--- src/hdl/dwp_pkg.sv ---
// ----------------------------------------------------------------------------
// dwp_pkg: shared types and constants
// Configuration register layout, register indexes, pipeline depth and the
// control bundle that steers the wheel lanes and the merge stage.
// ----------------------------------------------------------------------------
package dwp_pkg;

  // Register widths fixed by the configuration map
  localparam int GainW   = 24;
  localparam int BandW   = 16;
  localparam int AccW    = 32;
  localparam int DutyW   = 17;
  localparam int CfgIdxW = 3;

  // Pipeline depth: four lane stages plus the output register
  localparam int NStg = 5;

  // Full-scale duty, Q1.16
  localparam logic [DutyW-1:0] DutyFull = 17'h1_0000;

  // Reset values of the band registers
  localparam logic [BandW-1:0] BandNearRst = 16'd5;
  localparam logic [BandW-1:0] BandMidRst  = 16'd10;

  // Configuration register indexes
  typedef enum logic [CfgIdxW-1:0] {
    REG_GAIN_P      = 3'd0,
    REG_GAIN_D      = 3'd1,
    REG_GAIN_I_NEAR = 3'd2,
    REG_GAIN_I_MID  = 3'd3,
    REG_GAIN_I_FAR  = 3'd4,
    REG_BAND_NEAR   = 3'd5,
    REG_BAND_MID    = 3'd6
  } cfg_idx_e;

  // Configuration seen by every lane
  typedef struct packed {
    logic [GainW-1:0] gain_p;
    logic [GainW-1:0] gain_d;
    logic [GainW-1:0] gain_i_near;
    logic [GainW-1:0] gain_i_mid;
    logic [GainW-1:0] gain_i_far;
    logic [BandW-1:0] band_near;
    logic [BandW-1:0] band_mid;
  } cfg_t;

  // Per-stage load strobes from the pipeline control
  typedef struct packed {
    logic [NStg-1:0] ld;
  } ctrl_t;

endpackage

--- src/hdl/dwp_ctrl.sv ---
// ----------------------------------------------------------------------------
// dwp_ctrl: pipeline valid tracking and flow control
// Keeps one valid bit per stage and lets each stage fill as soon as the stage
// ahead of it empties, so bubbles collapse and the input keeps flowing while
// a finished result waits at the output, until every stage is occupied.
// ----------------------------------------------------------------------------
module dwp_ctrl
  import dwp_pkg::*;
(
  input  logic  clk_i,
  input  logic  rst_ni,
  input  logic  in_valid_i,
  output logic  in_ready_o,
  output logic  out_valid_o,
  input  logic  out_ready_i,
  output ctrl_t ctrl_o
);

  logic [NStg-1:0] valid_q, valid_d;
  logic [NStg-1:0] can_load;
  logic [NStg-1:0] depart;
  logic [NStg-1:0] load;

  // Resolve departures from the output backward
  always_comb begin
    depart[NStg-1]   = valid_q[NStg-1] & out_ready_i;
    can_load[NStg-1] = ~valid_q[NStg-1] | depart[NStg-1];
    for (int k = NStg - 2; k >= 0; k--) begin
      depart[k]   = valid_q[k] & can_load[k+1];
      can_load[k] = ~valid_q[k] | depart[k];
    end
    load[0] = in_valid_i & can_load[0];
    for (int k = 1; k < NStg; k++) begin
      load[k] = depart[k-1];
    end
    valid_d = load | (valid_q & ~depart);
  end

  // Hold the per-stage valid bits
  always_ff @(posedge clk_i or negedge rst_ni) begin
    if (!rst_ni) begin
      valid_q <= '0;
    end else begin
      valid_q <= valid_d;
    end
  end

  assign in_ready_o  = can_load[0];
  assign out_valid_o = valid_q[NStg-1];
  assign ctrl_o.ld   = load;

  // A stage never loads over an item that stays
  a_no_overwrite: assert property (@(posedge clk_i) disable iff (!rst_ni)
    ((load & valid_q & ~depart) == '0))
    else $error("pipeline stage overwritten");

  // Only occupied stages hand an item on
  a_depart_valid: assert property (@(posedge clk_i) disable iff (!rst_ni)
    ((depart & ~valid_q) == '0))
    else $error("empty stage departed");

  // A stalled result stays at the output
  a_out_hold: assert property (@(posedge clk_i) disable iff (!rst_ni)
    (out_valid_o && !out_ready_i) |=> out_valid_o)
    else $error("stalled result dropped");

endmodule

--- config.mk ---
export PLATFORM = sky130hd
export DESIGN_NAME = dwp_ctrl
export DESIGN_NICKNAME = d
export VERILOG_FILES = /design/src/hdl/dwp_pkg.sv /design/src/hdl/dwp_ctrl.sv
export SDC_FILE = /design/constraint.sdc
export NUM_CORES = 1
export LEC_CHECK = 0
export ABC_AREA = 1
export BUFFER_PORTS_ARGS = -buffer_cell sky130_fd_sc_hd__buf_2
export CAP_MARGIN = 20
export CORE_AREA = 2 2 39 41
export DETAILED_ROUTE_END_ITERATION = 12
export DIE_AREA = 0 0 41 43
export PLACE_DENSITY = 0.48
export SYNTH_ARGS = -nofsm -noshare
export SYNTH_HDL_FRONTEND = slang
export SYNTH_SLANG_ARGS = --single-unit
--- constraint.sdc ---
create_clock -name clk_i -period 3.15 [get_ports clk_i]
set_input_delay 0.945 -clock clk_i [delete_from_list [all_inputs] [get_ports clk_i]]
set_output_delay 0.945 -clock clk_i [all_outputs]
set_load 0.1 [all_outputs]
# After elaboration in Yosys (flattened, before gate mapping)
# Cells that the tools add are included.
# classes
bitwise	19
# ops
operator	count
$and A1 B1 Y1	6
$and A5 B5 Y5	1
$not A1 Y1	5
$not A5 Y5	1
$or A1 B1 Y1	5
$or A5 B5 Y5	1
# totals
ff_bits	5
input_bits	4
output_inout_bits	7

# Logic depth before layout (Yosys ltp)
# depth
depth_word	12
depth_mapped	5
depth_no_buf	5

# Least setup slack after synthesis
# No wires, ideal clock.
# synth_path
path_kind	reg2out
startpoint	register valid_q[4]
endpoint	output ctrl_o[0] (netlist name)
arrival_time_ns	2.586
setup_slack_ns	-0.381
stages_incl_launch_ff	4
n_path_buf	0
path_cell_list	dfrtp_1 nand4_4 nor2_4 a21oi_1
# synth_lines
item	line_no	source
start: declaration	dwp_ctrl.sv:19	logic [NStg-1:0] valid_q, valid_d;
start signal: assignment	dwp_ctrl.sv:44	valid_q <= valid_d;
end: declaration	dwp_ctrl.sv:16	output ctrl_t ctrl_o

# Worst setup path after layout
# layout_path
startpoint	input out_ready_i
endpoint	output in_ready_o
# layout_via
elab_chain_len	10
# layout_lines
item	line_no	source
start: declaration	dwp_ctrl.sv:15	input logic out_ready_i,
$and A1 B1 Y1	dwp_ctrl.sv:26	depart[NStg-1] = valid_q[NStg-1] & out_ready_i;
$or A1 B1 Y1	dwp_ctrl.sv:27	can_load[NStg-1] = ~valid_q[NStg-1] | depart[NStg-1];
$and A1 B1 Y1	dwp_ctrl.sv:29	depart[k] = valid_q[k] & can_load[k+1];
$or A1 B1 Y1	dwp_ctrl.sv:30	can_load[k] = ~valid_q[k] | depart[k];
$and A1 B1 Y1	dwp_ctrl.sv:29	
$or A1 B1 Y1	dwp_ctrl.sv:30	
$and A1 B1 Y1	dwp_ctrl.sv:29	
$or A1 B1 Y1	dwp_ctrl.sv:30	
$and A1 B1 Y1	dwp_ctrl.sv:29	
$or A1 B1 Y1	dwp_ctrl.sv:30	
end: declaration	dwp_ctrl.sv:13	output logic in_ready_o,
# No other way between the ends.

==> out/metrics.csv <==
stage,metric,value,unit
sta,fin_ws,445.5,ps
grt,grt_overflow,0,
logic_synthesis,synthMuxAreaShare,0,
grt,grt_antenna_before_repair,0,
logic_synthesis,yosys.area_share.xor_xnor,0,
min_path,hold_path_class,in2async,
pwr,netSwitchingPower,0.1447,mW
logic_synthesis,syn_nets,32,
final_layout,regMostFlops,valid_q,
logic_synthesis,synth_top_area_frac,0.5076,
drt,drc_errors,0,
logic_synthesis,synth_cell_types,11,
final_layout,nets,47,
logic_synthesis,synth_top_family_by_area,simple AND/OR/NAND/NOR gates,
worst_setup_path,cp_data_arrival_time,1760,ps
floorplan,dieWidth,41,µm
logic_synthesis,ys_async_sr_fraction,1.000,
grt,grt_max_degree,6,
cts,cts-root-buf,clkbuf_4,
run_status,outcome,"finished, final reports clean",
logic_synthesis,synth-compound-area-share,0.06091,
drt,drtAntennaViolNets,0,
grt,use_met2,0.06875,
logic_synthesis,synthCells,28,
placed_design,pre_cts_slack,426.5,ps
cts,cts_hold_buffers,0,
pwr,p_leak,0.1923,nW
pwr,p_per_area,806.3,nW/µm²
pwr,p_comb_frac,0.454,
sta,fmax,369.8,MHz
drt,vias,206,
cts,htreeDepth,1,
sta,relSlewSlack,0.6786,
sta,slew_violations,0,
cts,cts_sinks,5,
grt,busiest_layer,met1,
pwr,p_sw_frac,0.5087,
worst_setup_path,crit_type,in2out,
sta,setup_violations,0,
grt,grt_pass1_vias,159,
grt,use_met3,0.06283,
placed_design,gp_congestion,0.5967,
worst_setup_path,critPathLaunchType,primary input,
sta,finalSetupTns,0,ps
grt,grt_first_pass_wirelength,676,µm
final_layout,n_antenna_cell,0,
sta,finClkSkew,0.2295,ps
floorplan,pin_count,11,
logic_synthesis,avgSynthCellArea,8.803,µm²
sta,hold_ws,511.1,ps
final_layout,multi_input_area,101.3,µm²
job,maxCapViolCount,0,
logic_synthesis,ys_seq_area_frac,0.5076,
final_layout,drive_gt1_frac,0.5000,
final_layout,utilization,0.2550,
pwr,seqPwrFrac,0.280,
logic_synthesis,synthSimpleGateAreaFrac,0.3096,
sta,hold_viol,0,
floorplan,rows,14,
pwr,p_int,0.1398,mW
logic_synthesis,synth-adder-area-share,0,
sta,tightest_slew,485.4,ps
cts,post_cts_resized,0,
logic_synthesis,yosysTopAreaCell,dfrtp_1,
floorplan,die_height,43,µm
cts,postCtsSetupBuffers,0,
cts,numCtsBuffers,3,
final_layout,reg_top3,valid_q x5,
floorplan,core-area,1384,µm²
cts,clock_latency,240,ps
logic_synthesis,synthesis.area,246.5,µm²
logic_synthesis,synth_seq_cells,5,
worst_setup_path,worstPathRequired,2200,ps
cts,clk_pin_slew,50,ps
logic_synthesis,yosysWarnings,0,
placed_design,port_buffers,10,
worst_setup_path,path_max_fanout,4,
drt,firstDrtPassIters,2,
pwr,power,0.2845,mW
drt,vias_per_cell,3.552,
logic_synthesis,synthTopCellsByCount,"inv_1 (7), nand2_1 (6), dfrtp_1 (5)",
drt,wl,449,µm
logic_synthesis,ys_top_cells_by_area,"dfrtp_1 (51%), inv_1 (11%), nand2_1 (9.1%)",
final_layout,fill_cells,158,
worst_setup_path,reg2reg_slack,2220,ps
cts,cts_buffer_depth,2,
logic_synthesis,synth_most_common_cell,inv_1,
logic_synthesis,ys.flop_type,dfrtp_1,
grt,track_usage,0.06452,
cts,tritoncts,built,
floorplan,dieArea,1763,µm²
sta,post-route-min-period,2704,ps
logic_synthesis,synth_edf_count,0,
floorplan,start_util,0.1781,
final_layout,syn_to_final_growth,43.15,%
final_layout,largest_reg_flops,5,
sta,period_share,0.8586,
worst_setup_path,critPathCaptureType,primary output,
drt,wl_per_cell,7.741,µm
placed_design,hpwl,346.2,µm
sta,rsz0062_at_grt,false,
final_layout,seq_area,125.1,µm²
drt,first_iter_violations,2,
grt,grt_use_met1,0.07818,
pwr,clockPowerShare,0.266,
pwr,irDropWorstVdd,229.4,µV
metrics by stage:
step                instance area [µm²]  cells
detailed placement                326.6     54
CTS                               352.8     58
floorplan                         256.5     28
global placement                  326.6     54
finish                            352.8     58
global route                      352.8     58
power groups by stage:
stage	registers [mW]	clock network, mW	logic (mW)
detailed placement	0.0804	0	0.130
CTS	0.0796	0.0798	0.130
global route	0.0800	0.0842	0.136
finish	0.0795	0.0758	0.129
floorplan	0.0865	0	0.107
global placement	0.0804	0	0.130
metal layers:
layer  part of all wire  wire length (µm)  vias up
met2               0.39               175       10
met3               0.10                46        0
li1                   -                 -      109
met1               0.51               227       87
met5                  0                 0        -
met4                  0                 0        0
cell type report:
type                    count  area share
clock buffers               4     0.07447
flip-flops and latches      5      0.3546
inverters                   8     0.08511
multi-input cells          15      0.2872
repair buffers             10      0.1418
well taps                  16     0.05674
worst paths after layout:
path	from	endpoint	depth (start not counted)
setup / recovery	out_ready_i	in_ready_o	6
hold / removal	rst_ni	valid_q[2]	1
setup reg to reg	valid_q[4]	valid_q[0]	4
hold reg to reg	valid_q[1]	valid_q[2]	2
max in group asynchronous	rst_ni	valid_q[0]	1
min in group clk_i	valid_q[1]	valid_q[2]	2
critical path, stage by stage:
cell and delay (ps):
buf_2 100, inv_2 90, nand4_4 110, nor2_4 150, nand2_2 70, buf_2 290
placed cells by master (no fill, tap or decap):
| master | instances |
|---|---|
| clkbuf_4 | 3 |
| inv_1 | 7 |
| nor2_4 | 1 |
| clkbuf_1 | 1 |
| buf_2 | 10 |
| a21oi_2 | 2 |
| nand4_4 | 1 |
| nand3_1 | 1 |
| nand2_1 | 6 |
| o21ai_1 | 1 |
| nand2_2 | 2 |
| dfrtp_1 | 5 |
| inv_2 | 1 |
| nor2_2 | 1 |
logic make-up (layout without fill, tap and decap cells):
family	Yosys count	count (layout)
AOI/OAI and AO/OA	3	3
buffers and inverters	8	22
DFF	5	5
and+or+nand+nor	12	12
No activity file was read; power rests on OpenSTA's default activity.
