==> config.mk <==
export PLATFORM = sky130hd
export DESIGN_NAME = dwp_lane
export DESIGN_NICKNAME = d
export VERILOG_FILES = /design/src/hdl/dwp_pkg.sv /design/src/hdl/dwp_lane.sv
export SDC_FILE = /design/constraint.sdc
export NUM_CORES = 2
export LEC_CHECK = 0
export BUFFER_PORTS_ARGS = -buffer_cell sky130_fd_sc_hd__buf_2
export CORE_MARGIN = 4
export CORE_UTILIZATION = 30
export DETAILED_ROUTE_END_ITERATION = 12
export SYNTH_ARGS = -nofsm -noshare
export SYNTH_HDL_FRONTEND = slang
export SYNTH_SLANG_ARGS = --single-unit
==> constraint.sdc <==
create_clock -name clk_i -period 9.1 [get_ports clk_i]
set_clock_uncertainty 0.05 [all_clocks]
set_input_delay 0.91 -clock clk_i [delete_from_list [all_inputs] [get_ports clk_i]]
set_output_delay 0.91 -clock clk_i [all_outputs]
set_load 0.01 [all_outputs]
==> src/hdl/dwp_pkg.sv <==
// ----------------------------------------------------------------------------
// dwp_pkg: shared types and constants
// Configuration register layout, register indexes, pipeline depth and the
// control bundle that steers the wheel lanes and the merge stage.
// ----------------------------------------------------------------------------
package dwp_pkg;

  // Register widths fixed by the configuration map
  localparam int GainW   = 24;
  localparam int BandW   = 16;
  localparam int AccW    = 32;
  localparam int DutyW   = 17;
  localparam int CfgIdxW = 3;

  // Pipeline depth: four lane stages plus the output register
  localparam int NStg = 5;

  // Full-scale duty, Q1.16
  localparam logic [DutyW-1:0] DutyFull = 17'h1_0000;

  // Reset values of the band registers
  localparam logic [BandW-1:0] BandNearRst = 16'd5;
  localparam logic [BandW-1:0] BandMidRst  = 16'd10;

  // Configuration register indexes
  typedef enum logic [CfgIdxW-1:0] {
    REG_GAIN_P      = 3'd0,
    REG_GAIN_D      = 3'd1,
    REG_GAIN_I_NEAR = 3'd2,
    REG_GAIN_I_MID  = 3'd3,
    REG_GAIN_I_FAR  = 3'd4,
    REG_BAND_NEAR   = 3'd5,
    REG_BAND_MID    = 3'd6
  } cfg_idx_e;

  // Configuration seen by every lane
  typedef struct packed {
    logic [GainW-1:0] gain_p;
    logic [GainW-1:0] gain_d;
    logic [GainW-1:0] gain_i_near;
    logic [GainW-1:0] gain_i_mid;
    logic [GainW-1:0] gain_i_far;
    logic [BandW-1:0] band_near;
    logic [BandW-1:0] band_mid;
  } cfg_t;

  // Per-stage load strobes from the pipeline control
  typedef struct packed {
    logic [NStg-1:0] ld;
  } ctrl_t;

endpackage

==> src/hdl/dwp_lane.sv <==
// ----------------------------------------------------------------------------
// dwp_lane: one wheel's incremental PID pipeline
// Error and differences, three gain products, delta sum, saturating
// accumulator update; the unsigned duty is formed from the accumulator.
// ----------------------------------------------------------------------------
module dwp_lane
  import dwp_pkg::*;
#(
  parameter int SPEED_BITS     = 16,
  parameter int GAIN_FRAC_BITS = 24
) (
  input  logic                         clk_i,
  input  logic                         rst_ni,
  input  ctrl_t                        ctrl_i,
  input  cfg_t                         cfg_i,
  input  logic signed [SPEED_BITS-1:0] target_i,
  input  logic signed [SPEED_BITS-1:0] measured_i,
  output logic [DutyW-1:0]             duty_o
);

  localparam int EW  = SPEED_BITS + 1;
  localparam int DW  = SPEED_BITS + 3;
  localparam int CW  = (EW > BandW) ? EW : BandW;
  localparam int PW  = GainW + 1 + DW;
  localparam int SW  = PW + 2;
  localparam int AW  = SW + 1;
  localparam int SHR = (GAIN_FRAC_BITS >= 16) ? GAIN_FRAC_BITS - 16 : 0;
  localparam int SHL = (GAIN_FRAC_BITS < 16) ? 16 - GAIN_FRAC_BITS : 0;

  localparam logic signed [AW-1:0] AccMax = AW'(signed'(32'h7fff_ffff));
  localparam logic signed [AW-1:0] AccMin = AW'(signed'(32'h8000_0000));
  localparam logic signed [32:0]   FullV  = 33'sd1 <<< GAIN_FRAC_BITS;
  localparam logic signed [32:0]   HalfV  = FullV >>> 1;

  // Error history and accumulator
  logic signed [EW-1:0]   e1_q, e2_q;
  logic signed [AccW-1:0] acc_q;

  // Stage registers
  logic signed [EW-1:0]   e_q;
  logic signed [DW-1:0]   dp_q, dd_q;
  logic [GainW-1:0]       ki_q;
  logic signed [PW-1:0]   pp_q, pi_q, pd_q;
  logic signed [SW-1:0]   delta_q;

  // Stage 0: error, magnitude band select, differences
  logic signed [EW-1:0] e_now;
  logic [EW-1:0]        mag;
  logic [GainW-1:0]     ki_sel;
  logic signed [DW-1:0] dp_now, dd_now;

  assign e_now  = EW'(target_i) - EW'(measured_i);
  assign mag    = e_now[EW-1] ? (~e_now + 1'b1) : e_now;
  assign dp_now = DW'(e_now) - DW'(e1_q);
  assign dd_now = DW'(e_now) - (DW'(e1_q) <<< 1) + DW'(e2_q);

  always_comb begin
    if (CW'(mag) < CW'(cfg_i.band_near)) begin
      ki_sel = cfg_i.gain_i_near;
    end else if (CW'(mag) < CW'(cfg_i.band_mid)) begin
      ki_sel = cfg_i.gain_i_mid;
    end else begin
      ki_sel = cfg_i.gain_i_far;
    end
  end

  // Stage 3: accumulate and saturate
  logic signed [AW-1:0]   acc_sum;
  logic signed [AccW-1:0] acc_sat;

  assign acc_sum = AW'(acc_q) + AW'(delta_q);

  always_comb begin
    if (acc_sum > AccMax) begin
      acc_sat = AccW'(AccMax);
    end else if (acc_sum < AccMin) begin
      acc_sat = AccW'(AccMin);
    end else begin
      acc_sat = AccW'(acc_sum);
    end
  end

  // Advance the state on stage 0 and stage 3 loads
  always_ff @(posedge clk_i or negedge rst_ni) begin
    if (!rst_ni) begin
      e1_q  <= '0;
      e2_q  <= '0;
      acc_q <= '0;
    end else begin
      if (ctrl_i.ld[0]) begin
        e1_q <= e_now;
        e2_q <= e1_q;
      end
      if (ctrl_i.ld[3]) begin
        acc_q <= acc_sat;
      end
    end
  end

  // Datapath stages
  logic signed [GainW:0] gp_s, gd_s, gi_s;

  assign gp_s = {1'b0, cfg_i.gain_p};
  assign gd_s = {1'b0, cfg_i.gain_d};
  assign gi_s = {1'b0, ki_q};

  always_ff @(posedge clk_i) begin
    if (ctrl_i.ld[0]) begin
      e_q  <= e_now;
      dp_q <= dp_now;
      dd_q <= dd_now;
      ki_q <= ki_sel;
    end
    if (ctrl_i.ld[1]) begin
      pp_q <= gp_s * dp_q;
      pi_q <= gi_s * e_q;
      pd_q <= gd_s * dd_q;
    end
    if (ctrl_i.ld[2]) begin
      delta_q <= SW'(pp_q) + SW'(pi_q) + SW'(pd_q);
    end
  end

  // Offset by one half, clamp to 0..1 and rescale to Q1.16
  logic signed [32:0] v_off;
  logic [32:0]        v_clamp;
  logic [32:0]        v_shr;

  assign v_off = 33'(acc_q) + HalfV;

  always_comb begin
    if (v_off[32]) begin
      v_clamp = '0;
    end else if (v_off > FullV) begin
      v_clamp = FullV;
    end else begin
      v_clamp = v_off;
    end
  end

  assign v_shr  = v_clamp >> SHR;
  assign duty_o = DutyW'(v_shr << SHL);

  // The history shifts by one on each accepted transaction
  a_hist_shift: assert property (@(posedge clk_i) disable iff (!rst_ni)
    ctrl_i.ld[0] |=> (e2_q == $past(e1_q)) && (e1_q == $past(e_now)))
    else $error("error history not shifted");

endmodule

* Word-level counts from Yosys, hierarchy flattened
Cells that the tools add are included.
Widths: inputs -> output; s select.
** Word-level totals
- Bits of input ports :: 191
- Register bits :: 320
** Operators by class
- $lt $le $gt $ge :: 5
- Multiply operators :: 3
- Bitwise operators :: 1
- Muxes and demuxes :: 7
- Add/subtract/negate cells :: 9
** Operators by type and width (count)
- $mux 32 :: 2
- $mux 25 :: 2
- $mux 24 :: 2
- $add 32x46->47 :: 1
- $gt 47x32->1 const B :: 1
- $lt 47x32->1 const B :: 1
- $add 45x44->46 :: 1
- $add 44x42->45 :: 1
- $mul 25x19->44 :: 1
- $mul 25x18->43 :: 1
- $mul 25x17->42 :: 1
- $lt 17x16->1 :: 2
- $add 32x25->33 const B :: 1
- $gt 33x26->1 const B :: 1
- $add 19x17->19 :: 1
- $sub 17x18->19 :: 1
- $sub 17x17->18 :: 1
- $add 17x1->17 const B :: 1
- $mux 17 :: 1
- $not 17->17 :: 1
- $sub 16x16->17 :: 1

* Longest topological paths before layout
- Depth after elaboration :: 7
- Depth in mapped cells :: 31
- Mapped depth without buffers :: 29

* Worst setup path after synthesis
OpenSTA, ideal clock, no wires.
- Path type :: input port to flip-flop
- From :: in cfg_i[120] (netlist name)
- To :: reg pd_q[43] (data pin)
- Path slack :: 1.109 ns
- Library setup time :: 0.270 ns
- Arrival time :: 7.671 ns
- Cell stages on the path :: 23
- Data required time :: 8.780 ns
- Cell sequence :: clkbuf_1 clkbuf_1 and2_1 fa_1 fa_1 inv_1 fa_1 inv_1 fa_1 fa_1 fa_1 fa_1 ha_1 a21oi_1 or3b_2 a31o_2 a2111oi_0 o211a_1 o21a_1 o2111ai_1 a21oi_1 nor3_1 or3b_2
** Between the ends
- Word-level cells in the longest chain between the ends :: 1
** RTL lines
- from (decl) :: line dwp_lane.sv:15 : input cfg_t cfg_i,
- $mul 25x19->44 :: line dwp_lane.sv:117 : pd_q <= gd_s * dd_q;
- to (signal assigned) :: line dwp_lane.sv:117
- to (decl) :: line dwp_lane.sv:43 : logic signed [PW-1:0] pp_q, pi_q, pd_q;
No other way between the ends.
A chain may end at the register's enable or synchronous reset.

* Final worst setup path
- From :: reg dd_q[2]
- To :: reg pd_q[43] (data pin)
** Between the ends
- Word-level cells in the longest chain between the ends :: 1
** RTL lines
- from (decl) :: line dwp_lane.sv:41 : logic signed [DW-1:0] dp_q, dd_q;
- from (signal assigned) :: line dwp_lane.sv:111 : dd_q <= dd_now;
- $mul 25x19->44 :: line dwp_lane.sv:117
No other way between the ends.

==> summary.md <==
| Metric | Value |
|---|---|
| Status | `finished, final reports clean` |
| CP startpoint kind | `register` |
| Fin crit share | `approximately nine tenths` |
| FP Rows | `roughly 170` |
| Congestion Overflow GR | `0` |
| Crit path arrival time | `~8.6 ns` |
| Layout cells sized above 1 | `6.15%` |
| Total number of vias | `45700` |
| Synth warn | `0` |
| CP max FO | `24` |
| Layout net count | `8739` |
| Core area | `roughly 210000 sq um` |
| Commonest cells after routing, fill and taps aside | `1389 x inv_1, 1119 x fa_1, 926 x nand2_1, 632 x ha_1, 498 x and2_1` |
| Unrepaired setup endpoints after global routing | `false` |
| Mapped Avg Cell Area | `9.32 sq um` |
| Die X | `between 400 and 500 um` |
| TritonCTS clock tree | `built` |
| Die Ht | `465 um` |
| H-tree depth | `2` |
| Final hold violation count | `0` |
| Vias in the first global route | `between 40000 and 50000` |
| Final GP Congestion | `approximately 0.9` |
| Post-CTS Setup Repair Bufs | `0` |
| WP data required | `9.37 ns` |
| First-pass GRT wire length | `between 200000 and 300000 um` |
| Slew Viols, Final | `0` |
| Final setup viols | `0` |
| Initial DRC Count | `about 2800` |
| Post-CTS Resized | `0` |
| Post-DP Area | `~67000 sq um` |
| Yosys top cell area share | `between 30% and 40%` |
| DRC | `0` |
| Total GRT Usage | `about 16%` |
| Clk_lat worst skew | `between 0.5 and 0.6 ns` |
| Fillers | `roughly 21000` |
| Largest net degree at the start of global routing | `88` |
| Synth async-reset ratio | `20.7%` |
| Leading post-synthesis cells by cell area | `fa_1 36%, ha_1 13%, edfxtp_1 12%` |
| Post-Route WL | `167000 um` |
| DRT Pass-1 Iters | `5` |
| Sequential area share after synthesis | `approximately 15%` |
| Setup_tns | `0 ns` |
| Avg WL per Cell | `approximately 17 um` |
| Synthesized Nets | `between 8000 and 9000` |
| Post-route ant nets | `0` |
| Clock-pin slew on the worst setup and hold paths | `about 0.06 ns` |
| Total CTS buffers | `35` |
| Primary FF master, synth | `edfxtp_1` |
| Post-route insts no fill | `a little under 10000` |
| Vias per cell | `about 4.8` |
| Max cap viols | `0` |
| Core Util, Final | `about a third` |
| Synth area leader | `fa_1` |
| I/O pin count | `approximately 210` |
| Commonest non-fill, non-tap cell in the layout | `inv_1` |
| Yosys cell types | `between 80 and 90` |
| Clock root buffer master | `clkbuf_16` |
| Worst Setup End Kind | `register` |
| IO Port Bufs | `206` |
| Type of the worst setup path | `register to register` |
| Slew margin rel. | `approximately a fifth` |
| Initial core utilization | `between 30% and 40%` |
| Syn Inst Count | `between 6000 and 7000` |
| Post-DP HPWL | `~140000 um` |
| Synth Register Bits | `about 320` |
| Syn-to-layout area delta | `8.46%` |
| Fin area | `between 60000 and 70000 sq um` |
| Achievable Freq | `121 MHz` |
| EDFF count, synth | `253` |
| HP Class | `primary input to async pin` |
| Die area | `between 200000 and 250000 sq um` |
| # clock sinks | `between 300 and 400` |
| Post-synthesis cell area | `approximately 63000 sq um` |
| Post-CTS Hold Fix Bufs | `0` |
| Final Critical Period | `slightly above 8 ns` |
| Slew @ Worst Pin | `around 1.2 ns` |
| Clk buf depth | `3` |
| Initial antenna violation count | `3` |
| Placed cells | `around 9500` |
final timing paths:
check                                     start                   end  slack [ns]  depth (start not counted)
setup / recovery              dd_q[2]$_DFFE_PP_    pd_q[43]$_DFFE_PP_        0.82                         21
hold / removal                           rst_ni  acc_q[1]$_DFFE_PN0P_        0.43                          1
setup reg to reg              dd_q[2]$_DFFE_PP_    pd_q[43]$_DFFE_PP_        0.82                         21
hold reg to reg            e1_q[15]$_DFFE_PN0P_  e2_q[15]$_DFFE_PN0P_        0.45                          1
max in group asynchronous                rst_ni  e2_q[16]$_DFFE_PN0P_        7.92                          1
min in group clk_i         e1_q[15]$_DFFE_PN0P_  e2_q[15]$_DFFE_PN0P_        0.45                          1
metrics by stage:
stage                     worst slack (ns)  hold slack, ns
final                                0.815           0.427
after global routing                 0.438           0.469
after CTS                            0.797           0.434
after detailed placement             0.609           0.448
after global placement               0.626           0.437
after floorplan                       1.11           0.429
per-layer routing:
metal  global-route usage (%)  part of all wire, %
met1                     20.4                   43
met2                     26.7                   48
met3                     2.09                  5.3
met4                     4.85                  3.4
met5                        0                    0
synth_stat cells (all sizes together) (7+ instances only):
master,count
inv,1389
fa,1119
nand2,926
ha,632
and2,498
edfxtp,253
a21oi,247
clkbuf,240
nor2,196
xnor2,168
o21ai,155
a21o,103
nand2b,69
dfrtp,66
nor2b,59
nand3,57
xor2,55
nor3,46
o21a,43
a211oi,29
nand4,27
o21bai,26
and3,25
o22ai,25
a2bb2oi,23
a21boi,22
a31oi,19
mux2,17
buf,14
nor4,14
or3,14
o211ai,12
or2,12
o2111ai,10
a211o,9
o31ai,8
a2111oi,7
state kept, by name, indices dropped and copies added, names as in the netlist, 18 cells and up:
signal,count
dd_q,19
pp_q,43
ki_q,24
dp_q,18
delta_q,46
pd_q,44
pi_q,42
acc_q,32
critical path, cell delays in order, from the launching register on:
cell       delay, ns
edfxtp_1        1.07
and2_1          0.27
fa_1            0.45
fa_1            0.51
inv_1           0.05
fa_1            0.48
inv_1           0.05
fa_1            0.48
fa_1            0.56
fa_1            0.45
fa_1            0.45
ha_1            0.38
a21oi_1         0.10
or3b_2          0.47
a31o_2          0.25
a2111oi_0       0.60
o211a_1         0.23
o21a_1          0.17
o2111ai_1       0.14
a21oi_1         0.24
nor3_1          0.09
or3b_2          0.45
area by class of cell:
class                      instances  area (sq um)  area share [%]
antenna                            2          5.00         0.00735
multi-input combinational       4770         47300            69.5
clock buffer                      43           926            1.36
clock inverter                    21           263           0.386
tap                             2788          3490            5.13
timing repair buffer             281          1610            2.37
inverter                        1390          5220            7.67
sequential                       319          9250            13.6
cells by family after synthesis:
group | Yosys count | share of synthesized area [%]
AOI/OAI and AO/OA | 801 | 8.47
xor gates and xnor gates | 223 | 3.11
adders and majority gates | 1751 | 48.3
buffers and inverters | 1644 | 9.90
DFF | 319 | 14.7
muxes | 23 | 0.401
and+or+nand+nor | 1972 | 15.1
Power is not shown: default switching activity piles up to over one toggle a cycle in this logic, so the estimate is an artifact.
