==> config.mk <==
export PLATFORM = sky130hd
export DESIGN_NAME = dwp_merge
export DESIGN_NICKNAME = d
export VERILOG_FILES = /design/src/hdl/dwp_pkg.sv /design/src/hdl/dwp_merge.sv
export SDC_FILE = /design/constraint.sdc
export NUM_CORES = 1
export LEC_CHECK = 0
export BUFFER_PORTS_ARGS = -buffer_cell sky130_fd_sc_hd__buf_2
export CAP_MARGIN = 20
export CORE_MARGIN = 2
export CORE_UTILIZATION = 39
export DETAILED_ROUTE_END_ITERATION = 7
export HOLD_SLACK_MARGIN = 0.03
export PLACE_DENSITY = 0.74
export SYNTH_ARGS = -nofsm -noshare
export SYNTH_HDL_FRONTEND = slang
export SYNTH_SLANG_ARGS = --single-unit
==> constraint.sdc <==
create_clock -name clk_i -period 1.45 [get_ports clk_i]
set_input_delay 0.0725 -clock clk_i [delete_from_list [all_inputs] [get_ports clk_i]]
set_output_delay 0.0725 -clock clk_i [all_outputs]
set_load 0.1 [all_outputs]
==> src/hdl/dwp_pkg.sv <==
// ----------------------------------------------------------------------------
// dwp_pkg: shared types and constants
// Configuration register layout, register indexes, pipeline depth and the
// control bundle that steers the wheel lanes and the merge stage.
// ----------------------------------------------------------------------------
package dwp_pkg;

  // Register widths fixed by the configuration map
  localparam int GainW   = 24;
  localparam int BandW   = 16;
  localparam int AccW    = 32;
  localparam int DutyW   = 17;
  localparam int CfgIdxW = 3;

  // Pipeline depth: four lane stages plus the output register
  localparam int NStg = 5;

  // Full-scale duty, Q1.16
  localparam logic [DutyW-1:0] DutyFull = 17'h1_0000;

  // Reset values of the band registers
  localparam logic [BandW-1:0] BandNearRst = 16'd5;
  localparam logic [BandW-1:0] BandMidRst  = 16'd10;

  // Configuration register indexes
  typedef enum logic [CfgIdxW-1:0] {
    REG_GAIN_P      = 3'd0,
    REG_GAIN_D      = 3'd1,
    REG_GAIN_I_NEAR = 3'd2,
    REG_GAIN_I_MID  = 3'd3,
    REG_GAIN_I_FAR  = 3'd4,
    REG_BAND_NEAR   = 3'd5,
    REG_BAND_MID    = 3'd6
  } cfg_idx_e;

  // Configuration seen by every lane
  typedef struct packed {
    logic [GainW-1:0] gain_p;
    logic [GainW-1:0] gain_d;
    logic [GainW-1:0] gain_i_near;
    logic [GainW-1:0] gain_i_mid;
    logic [GainW-1:0] gain_i_far;
    logic [BandW-1:0] band_near;
    logic [BandW-1:0] band_mid;
  } cfg_t;

  // Per-stage load strobes from the pipeline control
  typedef struct packed {
    logic [NStg-1:0] ld;
  } ctrl_t;

endpackage

==> src/hdl/dwp_merge.sv <==
// ----------------------------------------------------------------------------
// dwp_merge: result merge and output register
// Combines the two lane duties into one result, inverting the left wheel,
// and holds it until the transaction completes.
// ----------------------------------------------------------------------------
module dwp_merge
  import dwp_pkg::*;
(
  input  logic             clk_i,
  input  ctrl_t            ctrl_i,
  input  logic [DutyW-1:0] duty_left_i,
  input  logic [DutyW-1:0] duty_right_i,
  output logic [DutyW-1:0] duty_left_o,
  output logic [DutyW-1:0] duty_right_o
);

  logic [DutyW-1:0] duty_left_q, duty_right_q;

  // Load the result; invert the left wheel
  always_ff @(posedge clk_i) begin
    if (ctrl_i.ld[NStg-1]) begin
      duty_left_q  <= DutyFull - duty_left_i;
      duty_right_q <= duty_right_i;
    end
  end

  assign duty_left_o  = duty_left_q;
  assign duty_right_o = duty_right_q;

endmodule

* Word level (Yosys, flattened, before mapping) *
Cells that the tools add are included.

word-level totals
  register bits = 34
  word-level logic and storage cells = 3

cells by class
  $add $sub $neg = 1

operator list
  cell                                     count
  subtractor 17 bit, first input constant  1

* Logic depth before layout (Yosys ltp) *
Gate-level depths: netlist of the first run.

  word-level depth = 1
  depth in mapped cells = 6

* Worst setup path before layout of the first run *
No wires, ideal clock.

  path kind = in2reg
  start point = in duty_left_i[0]
  end point = reg duty_left_q[10], in the netlist duty_left_o[10] (data pin)
  arrival = 1.129 ns
  required time = 1.194 ns
  slack = 0.065 ns
  stages on the path = 6
  path through = inv_1 ha_1 nor2b_1 nand3_1 or3_1 xor2_1

on the way
  cells in the longest elaborated chain, start to end = 1

ends and longest elaborated chain
  item                    line             RTL
  start: declaration      dwp_merge.sv:11  input logic [DutyW-1:0] duty_left_i,
  subtractor 17 bit       dwp_merge.sv:22  duty_left_q <= DutyFull - duty_left_i;
  end signal: assignment  dwp_merge.sv:22
  end: declaration        dwp_merge.sv:17  logic [DutyW-1:0] duty_left_q, duty_right_q;

No other way between the ends.
A chain may end at the register's enable or synchronous reset.

* Final worst setup path of the first run *
  start point = reg duty_left_q[4], in the netlist duty_left_o[4]
  end point = out duty_left_o[4]

RTL lines
  item              line             RTL
  end: declaration  dwp_merge.sv:13  output logic [DutyW-1:0] duty_left_o,

No word-level cell between the ends.

==> impl_metrics.toml, run 1 <==
[status]
status = "completed"

[timing]
finalCriticalPeriod_ps = 1200
hold_violations = 0
setup_viol = 0
rsz0062_at_grt = "false"
slew_viol_final = 0
tightest_slew_ps = 499
layout_setup_ws_ps = 250
period_share_pct = 82.7
max_freq_mhz = 833
tns_ps = 0
slew_headroom_pct = 67.0

[yosys]
synth_top_family_by_area = "simple AND/OR/NAND/NOR gates"
muxShareOfSynthArea_pct = 0
synth_seq_cells = 34
synthAdderAreaFrac_pct = 0.960
syn_nets = 116
yosys_warnings = 0
syn_area_per_cell_um2 = 17.4
synth_cell_type_count = 19
synth_compound_area_share_pct = 0
synth-simple-area-share_pct = 10.1
synthesis.area_mm2 = 0.00130
synth_xor_area_share_pct = 10.1
syn_inst = 75
synth_seq_area_share_pct = 78.3

[placed_design]
place_hpwl_um = 1980
place_ws_ps = -70.5
postPlaceCellArea_mm2 = 0.00179
io_buffer_count = 69
gp_routability_congestion = 0.727

[pwr]
power.leakage_nw = 0.842
finalPower_mw = 2.49
powerDensity_mw_per_mm2 = 1230
peakVddDrop_uv = 423

[detailed_routing]
detail_route.wl_per_cell_um = 13.0
drc = 0
vias_per_cell = 4.47
drtIter0Drc = 27
routed_wirelength_um = 2940
firstDrtPassIters = 3
vias = 1010
antenna_left = 0

[die]
die_h_um = 61.8
core.rowCount = 20
core_mm2 = 0.00313
dieWidth_um = 61.8
die_area_mm2 = 0.00382
initial_core_util_pct = 41.7
pin_count = 74

[clock_tree]
clkTransAtPathRegs_ps = 100
cts_setup_buffers = 0
cts_resized = 0
clock_path_buffers = 2
cts_sinks = 34
htree_levels = 2
cts_tree = "built"
cts-root-buf = "clkbuf_4"
cts_buffers = 5

[critical_path]
worstPathMaxFanout = 1
cpMaxStageDelayCell = "buf_2"
slowest_delay_ps = 430
path_buf_inv = 1
path_delay_family = "buffers and inverters"
critPathRequiredTime_ps = 1380
start_kind = "flip-flop"
crit_chain = "buf_2"
worstSetupPathType = "reg2out"
cp-end-kind = "output pin"
worst_ep_arrival_time_ps = 1130

[grt]
grt_pass1_wl_um = 4340
grt-ovfl-total = 0
antenna_found_initial = 0
grt.total_usage_pct = 16.7
grt_pass1_vias = 993
grt_max_degree = 35

[min_path]
whs_endpoint = "duty_left_o[16]"
hold_path.class = "in2reg"
hp-start = "duty_left_i[16]"
whs_path_depth = 2

[finish]
area_growth_pct = 55.2
diodes = 0
nets = 222
final_area_mm2 = 0.00202
final_util_pct = 64.7
drive_gt1_share_pct = 48.4

[flow_run]
max_cap_violations = 0
worst max-delay path by stage:
stage,from,endpoint,depth (start not counted)
floorplan,duty_left_i[0],duty_left_o[10],6
global placement,duty_left_i[0],duty_left_o[10],7
detailed placement,duty_left_i[0],duty_left_o[10],7
CTS,duty_left_o[4],duty_left_o[4],1
global route,duty_left_i[0],duty_left_o[10],7
finish,duty_left_o[4],duty_left_o[4],1
cell usage in the layout, fill, tap and decap left out, types with 3 or more instances in the layout:
cell,count
nor2_1,5
dlygate4sd3_1,18
buf_4,12
xnor2_1,6
buf_2,69
clkbuf_4,5
clkinv_1,3
xor2_1,9
edfxtp_1,34
nand2_1,4
registers in the layout, indices dropped and copies added (netlist names):
name and flops:
duty_right_o 17, duty_left_o 17
routing by layer:
layer / vias to the layer above / global-route usage (%) / routed length [µm]
met5: - / 0 / 0
met4: 0 / 8.21 / 55
met3: 5 / 6.00 / 244
met2: 52 / 30.5 / 1520
met1: 465 / 16.5 / 1130
li1: 488 / - / -
synth_stat cells (all sizes together):
master | count | area share (%)
edfxtp | 34 | 78
ha | 1 | 0.96
inv | 2 | 0.58
nand2 | 4 | 1.2
nand2b | 1 | 0.48
nand3 | 1 | 0.38
nand3b | 1 | 0.58
nand4 | 1 | 0.48
nor2 | 5 | 1.4
nor2b | 1 | 0.48
nor3 | 3 | 1.5
nor3b | 1 | 0.58
nor4 | 3 | 1.9
or3 | 1 | 0.48
or4 | 1 | 0.58
xnor2 | 6 | 4.0
xor2 | 9 | 6.0
kinds of logic after synthesis:
group	after synthesis
xor gates and xnor gates	15
adders and majority gates	1
and+or+nand+nor	23
buffers and inverters	2
DFF	34
metrics by stage:
step | hold WS, ps | cells
floorplan | 171 | 75
global placement | 249 | 200
detailed placement | 251 | 200
CTS | 34.7 | 226
global route | 44.3 | 226
finish | 47.8 | 226
cell type report:
| type | count | area (µm²) |
|---|---|---|
| Clock buffer | 5 | 37.5 |
| Inverter | 2 | 7.51 |
| Timing Repair Buffer | 99 | 616 |
| Sequential cell | 34 | 1020 |
| Clock inverter | 3 | 11.3 |
| Tap cell | 44 | 55.1 |
| Fill cell | 228 | 1100 |
| Multi-Input combinational cell | 39 | 275 |
power by group:
| part | leakage [nW] | total, mW | internal (mW) | switching, mW |
|---|---|---|---|---|
| clock | 0.0277 | 0.471 | 0.173 | 0.298 |
| sequential | 0.333 | 1.19 | 1.17 | 0.0208 |
| combinational | 0.482 | 0.825 | 0.150 | 0.675 |
| total | 0.842 | 2.49 | 1.49 | 0.994 |
repair_timing:
| item | in CTS | in global routing |
|---|---|---|
| hold buffers | 18 | 0 |
| endpoints found under the hold margin | 18 | 0 |
| endpoints found under the setup margin | 0 | 0 |
(Power assumes the default switching activity.)
==> run 2, diff against run 1 <==
Settings changed: ABC_AREA set to 1, CORE_UTILIZATION 39 to 44, PLACE_DENSITY 0.74 to 0.77.
Clock period 1.45 ns to 1.2 ns, I/O delays scaled along.
==> run 2 against run 1 <==
  * Synthesized cell count is 60% higher
  * Sequential share of layout area down 2.4 points
  * Total power grew 22%
  * Worst setup slack worse by 200 ps
  * Clock power increased by 23%
  * Routed wire length increased by 3.1%
  * Via count increased by 18%
  * Die area shrank 1.6%
  * Global-route usage down 0.63 points
  * Core utilization rose by 4.3 points
  * Count of clock-buffer cells in the layout unchanged
  * Cell count increased by 15%
  * Critical endpoint is now duty_right_o[13]
  * Largest cell class unchanged
  * Largest power group unchanged
==> impl_metrics.toml, run 2 <==
[timing]
layout_setup_ws_ps = 47.2
slew_headroom_pct = 67.2
max_freq_mhz = 867
finalCriticalPeriod_ps = 1150
period_share_pct = 96.1
hold_violations = 0
slew_viol_final = 0
setup_viol = 0
tightest_slew_ps = 496
rsz0062_at_grt = "false"

[die]
core_mm2 = 0.00308
die_area_mm2 = 0.00376
initial_core_util_pct = 47.0
dieWidth_um = 61.3
pin_count = 74
die_h_um = 61.3
core.rowCount = 20

[clock_tree]
htree_levels = 2
clkTransAtPathRegs_ps = 100
cts_tree = "built"
cts_setup_buffers = 0
cts-root-buf = "clkbuf_4"
cts_sinks = 34
clock_path_buffers = 2
cts_buffers = 5

[placed_design]
io_buffer_count = 69
place_ws_ps = -24.8
place_hpwl_um = 2160
postPlaceCellArea_mm2 = 0.00187
gp_routability_congestion = 0.812

[finish]
mostFrequentLayoutCells = "buf_2 (64), edfxtp_1 (34), nand2_1 (33), dlygate4sd3_1 (19), nor2_1 (13)"
area_growth_pct = 46.8
final_area_mm2 = 0.00212
nets = 257
diodes = 0
drive_gt1_share_pct = 40.6
final_util_pct = 69.0
layout_commonest_cell = "buf_2"

[critical_path]
path_buf_inv = 1
cp-end-kind = "output pin"
cpMaxStageDelayCell = "buf_2"
worstSetupPathType = "reg2out"
crit_chain = "buf_2"
worstPathMaxFanout = 1
critPathRequiredTime_ps = 1140
start_kind = "flip-flop"
worst_ep_arrival_time_ps = 1090
path_delay_family = "buffers and inverters"
slowest_delay_ps = 430

[yosys]
async_reset_ff_share_pct = 0
netlist_top_cells_area = "edfxtp_1 (71%), nand2_1 (8.6%), nor2_1 (3.4%)"
syn_nets = 161
yosys_warnings = 0
yosys-top-cells-count = "edfxtp_1 (34), nand2_1 (33), nor2_1 (13)"
syn_inst = 120
synth_seq_area_share_pct = 70.6
synth.most_common_cell = "edfxtp_1"
synth_cell_type_count = 13
synth_area_leader_cell = "edfxtp_1"
synth_seq_cells = 34
yosys.area.top_type_share_pct = 70.6
synthFlopType = "edfxtp_1"
syn_area_per_cell_um2 = 12.1
synth-edff-count = 34
synthesis.area_mm2 = 0.00145

[detailed_routing]
vias = 1193
drc = 0
drtIter0Drc = 36
detail_route.wl_per_cell_um = 11.6
firstDrtPassIters = 4
vias_per_cell = 4.57
antenna_left = 0
routed_wirelength_um = 3030

[grt]
grt.total_usage_pct = 16.0
antenna_found_initial = 0
grt-ovfl-total = 0
grt_pass1_wl_um = 4320
grt_pass1_vias = 1065
grt_max_degree = 27

[pwr]
power.leakage_nw = 0.950
peakVddDrop_uv = 637
powerDensity_mw_per_mm2 = 1430

[min_path]
hold_path.class = "in2reg"

[status]
status = "completed"

[flow_run]
max_cap_violations = 0
[run 2: logic make-up (layout without fill, tap and decap cells)]
logic type	count (synthesis)	count (layout)	share of synthesized area (%)
flops	34	34	70.6
simple gates	66	66	21.2
xor+xnor	7	7	4.24
fa+ha+maj	1	1	0.865
buf+inv	12	109	3.11
[run 2: timing repair]
item | 4_1_cts | 5_1_grt
cloned | 0 | 0
hold buffers | 19 | 0
gates resized for setup | 1 | 4
hold endpoints to repair | 19 | 0
setup endpoints to repair | 1 | 4
[run 2: report_power, final]
group | leakage [nW] | total, mW | internal [mW] | switching, mW
Sequential | 0.333 | 1.44 | 1.41 | 0.0221
Combinational | 0.589 | 1.02 | 0.184 | 0.839
Clock | 0.0286 | 0.581 | 0.218 | 0.363
Total | 0.950 | 3.04 | 1.82 | 1.22
[run 2: final timing paths]
kind  cells after the start             start  slack (ps)                to
min                       2    duty_left_i[5]          60    duty_left_o[5]
max                       1  duty_right_o[13]          50  duty_right_o[13]
[run 2: metrics by stage]
step	TNS [ps]	hold slack, ps	std cells	power, mW
after global routing	0	40.7	261	3.16
final	0	60.6	261	3.04
after CTS	0	42.7	261	3.07
after detailed placement	-46.5	239	234	2.43
after floorplan	0	159	120	2.23
after global placement	0	239	234	2.42
[run 2: layout make-up]
cell class,instances,area [µm²]
Timing Repair Buffer,89,568
Multi-Input combinational cell,74,380
Clock inverter,3,16.3
Inverter,12,45.0
Clock buffer,5,37.5
Tap cell,44,55.1
Fill cell,228,955
Sequential cell,34,1020
[run 2: routing by layer]
| layer | routed length, µm | global-route usage (%) | part of all wire [%] | vias to the layer above |
|---|---|---|---|---|
| met2 | 1560 | 29.6 | 51 | 61 |
| li1 | - | - | - | 585 |
| met5 | 0 | 0 | 0 | - |
| met3 | 295 | 5.25 | 9.7 | 2 |
| met1 | 1170 | 17.2 | 39 | 545 |
| met4 | 10 | 5.47 | 0.33 | 0 |
==> run 3, diff against run 2 <==
--- a/config.mk
+++ b/config.mk
@@ -7,3 +7,3 @@
 export LEC_CHECK = 0
-export ABC_AREA = 1
+export ABC_AREA = 0
 export BUFFER_PORTS_ARGS = -buffer_cell sky130_fd_sc_hd__buf_2
@@ -11,3 +11,3 @@
 export CORE_MARGIN = 2
-export CORE_UTILIZATION = 44
+export CORE_UTILIZATION = 43
 export DETAILED_ROUTE_END_ITERATION = 7
--- a/constraint.sdc
+++ b/constraint.sdc
@@ -3,2 +3,2 @@
 set_output_delay 0.06 -clock clk_i [all_outputs]
-set_load 0.1 [all_outputs]
+set_load 0.02 [all_outputs]
==> run 3 against run 2 <==
  * Flip-flop and latch count unchanged
  * Fmax up 3.9%
  * Core utilization up 5.6 points
  * Count of clock-buffer cells in the layout unchanged
  * First-iteration DRC count decreased by 64%
  * Routed wire length shrank 9.5%
  * Global-route usage grew 1.3 points
  * Critical endpoint is now duty_left_o[10]
  * Highest routed layer unchanged
==> impl_metrics.toml, run 3 (synthesis results as in run 1) <==
[status]
status = "completed"

[critical_path]
worstSetupStartpoint = "duty_left_i[0]"
worst_ep_arrival_time_ps = 1190
worstPathMaxFanout = 4
critPathRequiredTime_ps = 1280
cp-end-kind = "flip-flop"
start_kind = "input port"
worstSetupPathType = "in2reg"

[die]
die_h_um = 59.1
core.rowCount = 19
initial_core_util_pct = 46.1
die_area_mm2 = 0.00349
pin_count = 74
core_mm2 = 0.00283
dieWidth_um = 59.1

[grt]
grt_max_degree = 35
grt_pass1_wl_um = 4240
antenna_found_initial = 0
grt-ovfl-total = 0
grt.total_usage_pct = 17.3
grt_pass1_vias = 1003

[detailed_routing]
routed_wirelength_um = 2750
detail_route.wl_per_cell_um = 12.5
vias = 1028
antenna_left = 0
drtIter0Drc = 13
drc = 0
firstDrtPassIters = 4
vias_per_cell = 4.67

[clock_tree]
cts_setup_buffers = 0
cts_buffers = 5
cts-root-buf = "clkbuf_4"
cts_sinks = 34
clkTransAtPathRegs_ps = 90
cts_tree = "built"
clock_path_buffers = 2
htree_levels = 2

[timing]
period_share_pct = 92.5
slew_headroom_pct = 77.0
setup_viol = 0
tightest_slew_ps = 342
max_freq_mhz = 901
tns_ps = 0
slew_viol_final = 0
hold_violations = 0
rsz0062_at_grt = "false"
finalCriticalPeriod_ps = 1110

[pwr]
peakVddDrop_uv = 617
power.leakage_nw = 0.893
powerDensity_mw_per_mm2 = 1150
finalPower_mw = 2.42

[placed_design]
gp_routability_congestion = 0.742
postPlaceCellArea_mm2 = 0.00187
place_hpwl_um = 1990
io_buffer_count = 69

[finish]
final_area_mm2 = 0.00211
mostFrequentLayoutCells = "buf_2 (69), edfxtp_1 (34), dlygate4sd3_1 (19), buf_4 (19), xor2_1 (9)"
nets = 231
diodes = 0
drive_gt1_share_pct = 51.9
area_growth_pct = 61.8
layout_commonest_cell = "buf_2"

[flow_run]
max_cap_violations = 0

[min_path]
hp-start = "duty_left_i[13]"
hold_path.class = "in2reg"
-- run 3: path summary, 6_finish.rpt --
path                              end  slack (ps)  cells after the start
worst max-delay path  duty_left_o[10]          90                      7
worst min-delay path  duty_left_o[13]          50                      2
-- run 3: cell type report --
| type | count | area, µm² |
|---|---|---|
| sequential | 34 | 1020 |
| clock inverter | 1 | 3.75 |
| tap | 31 | 38.8 |
| timing repair buffer | 108 | 698 |
| inverter | 2 | 7.51 |
| multi-input combinational | 39 | 303 |
| clock buffer | 5 | 37.5 |
| fill | 183 | 719 |
-- run 3: what timing repair did --
action,4_1_cts,5_1_grt
hold endpoints to repair,19,0
setup endpoints to repair,0,1
hold buffers,19,0
resized for setup,0,1
-- run 3: power breakdown --
part	total (mW)	switching (mW)	internal (mW)	leakage [nW]
logic	0.458	0.252	0.206	0.535
registers	1.44	0.0215	1.41	0.333
clock network	0.526	0.326	0.200	0.0246
total	2.42	0.600	1.82	0.893
-- run 3: metal layers --
| metal | GRT usage [%] | up-vias | share of wire (%) |
|---|---|---|---|
| met5 | 0 | - | 0 |
| met1 | 17.5 | 466 | 37 |
| li1 | - | 506 | - |
| met3 | 8.52 | 4 | 10 |
| met4 | 6.82 | 0 | 1.1 |
| met2 | 30.5 | 52 | 52 |
-- run 3: worst max-delay path: stages --
cell and delay, ps:
buf_2 120, inv_1 60, ha_1 170, nor2b_4 160
nand3_2 110, or3_1 350, xor2_1 150
-- run 3: metrics by stage --
stage / setup WS, ps / cells / hold slack, ps / utilization [%]
final: 90.6 / 220 / 53.3 / 74.6
after global routing: 32.1 / 220 / 30.5 / 74.6
after CTS: 62.2 / 220 / 34.9 / 74.4
after detailed placement: -297 / 195 / 238 / 66.2
after global placement: -221 / 195 / 237 / 66.2
after floorplan: -95.4 / 75 / 159 / -
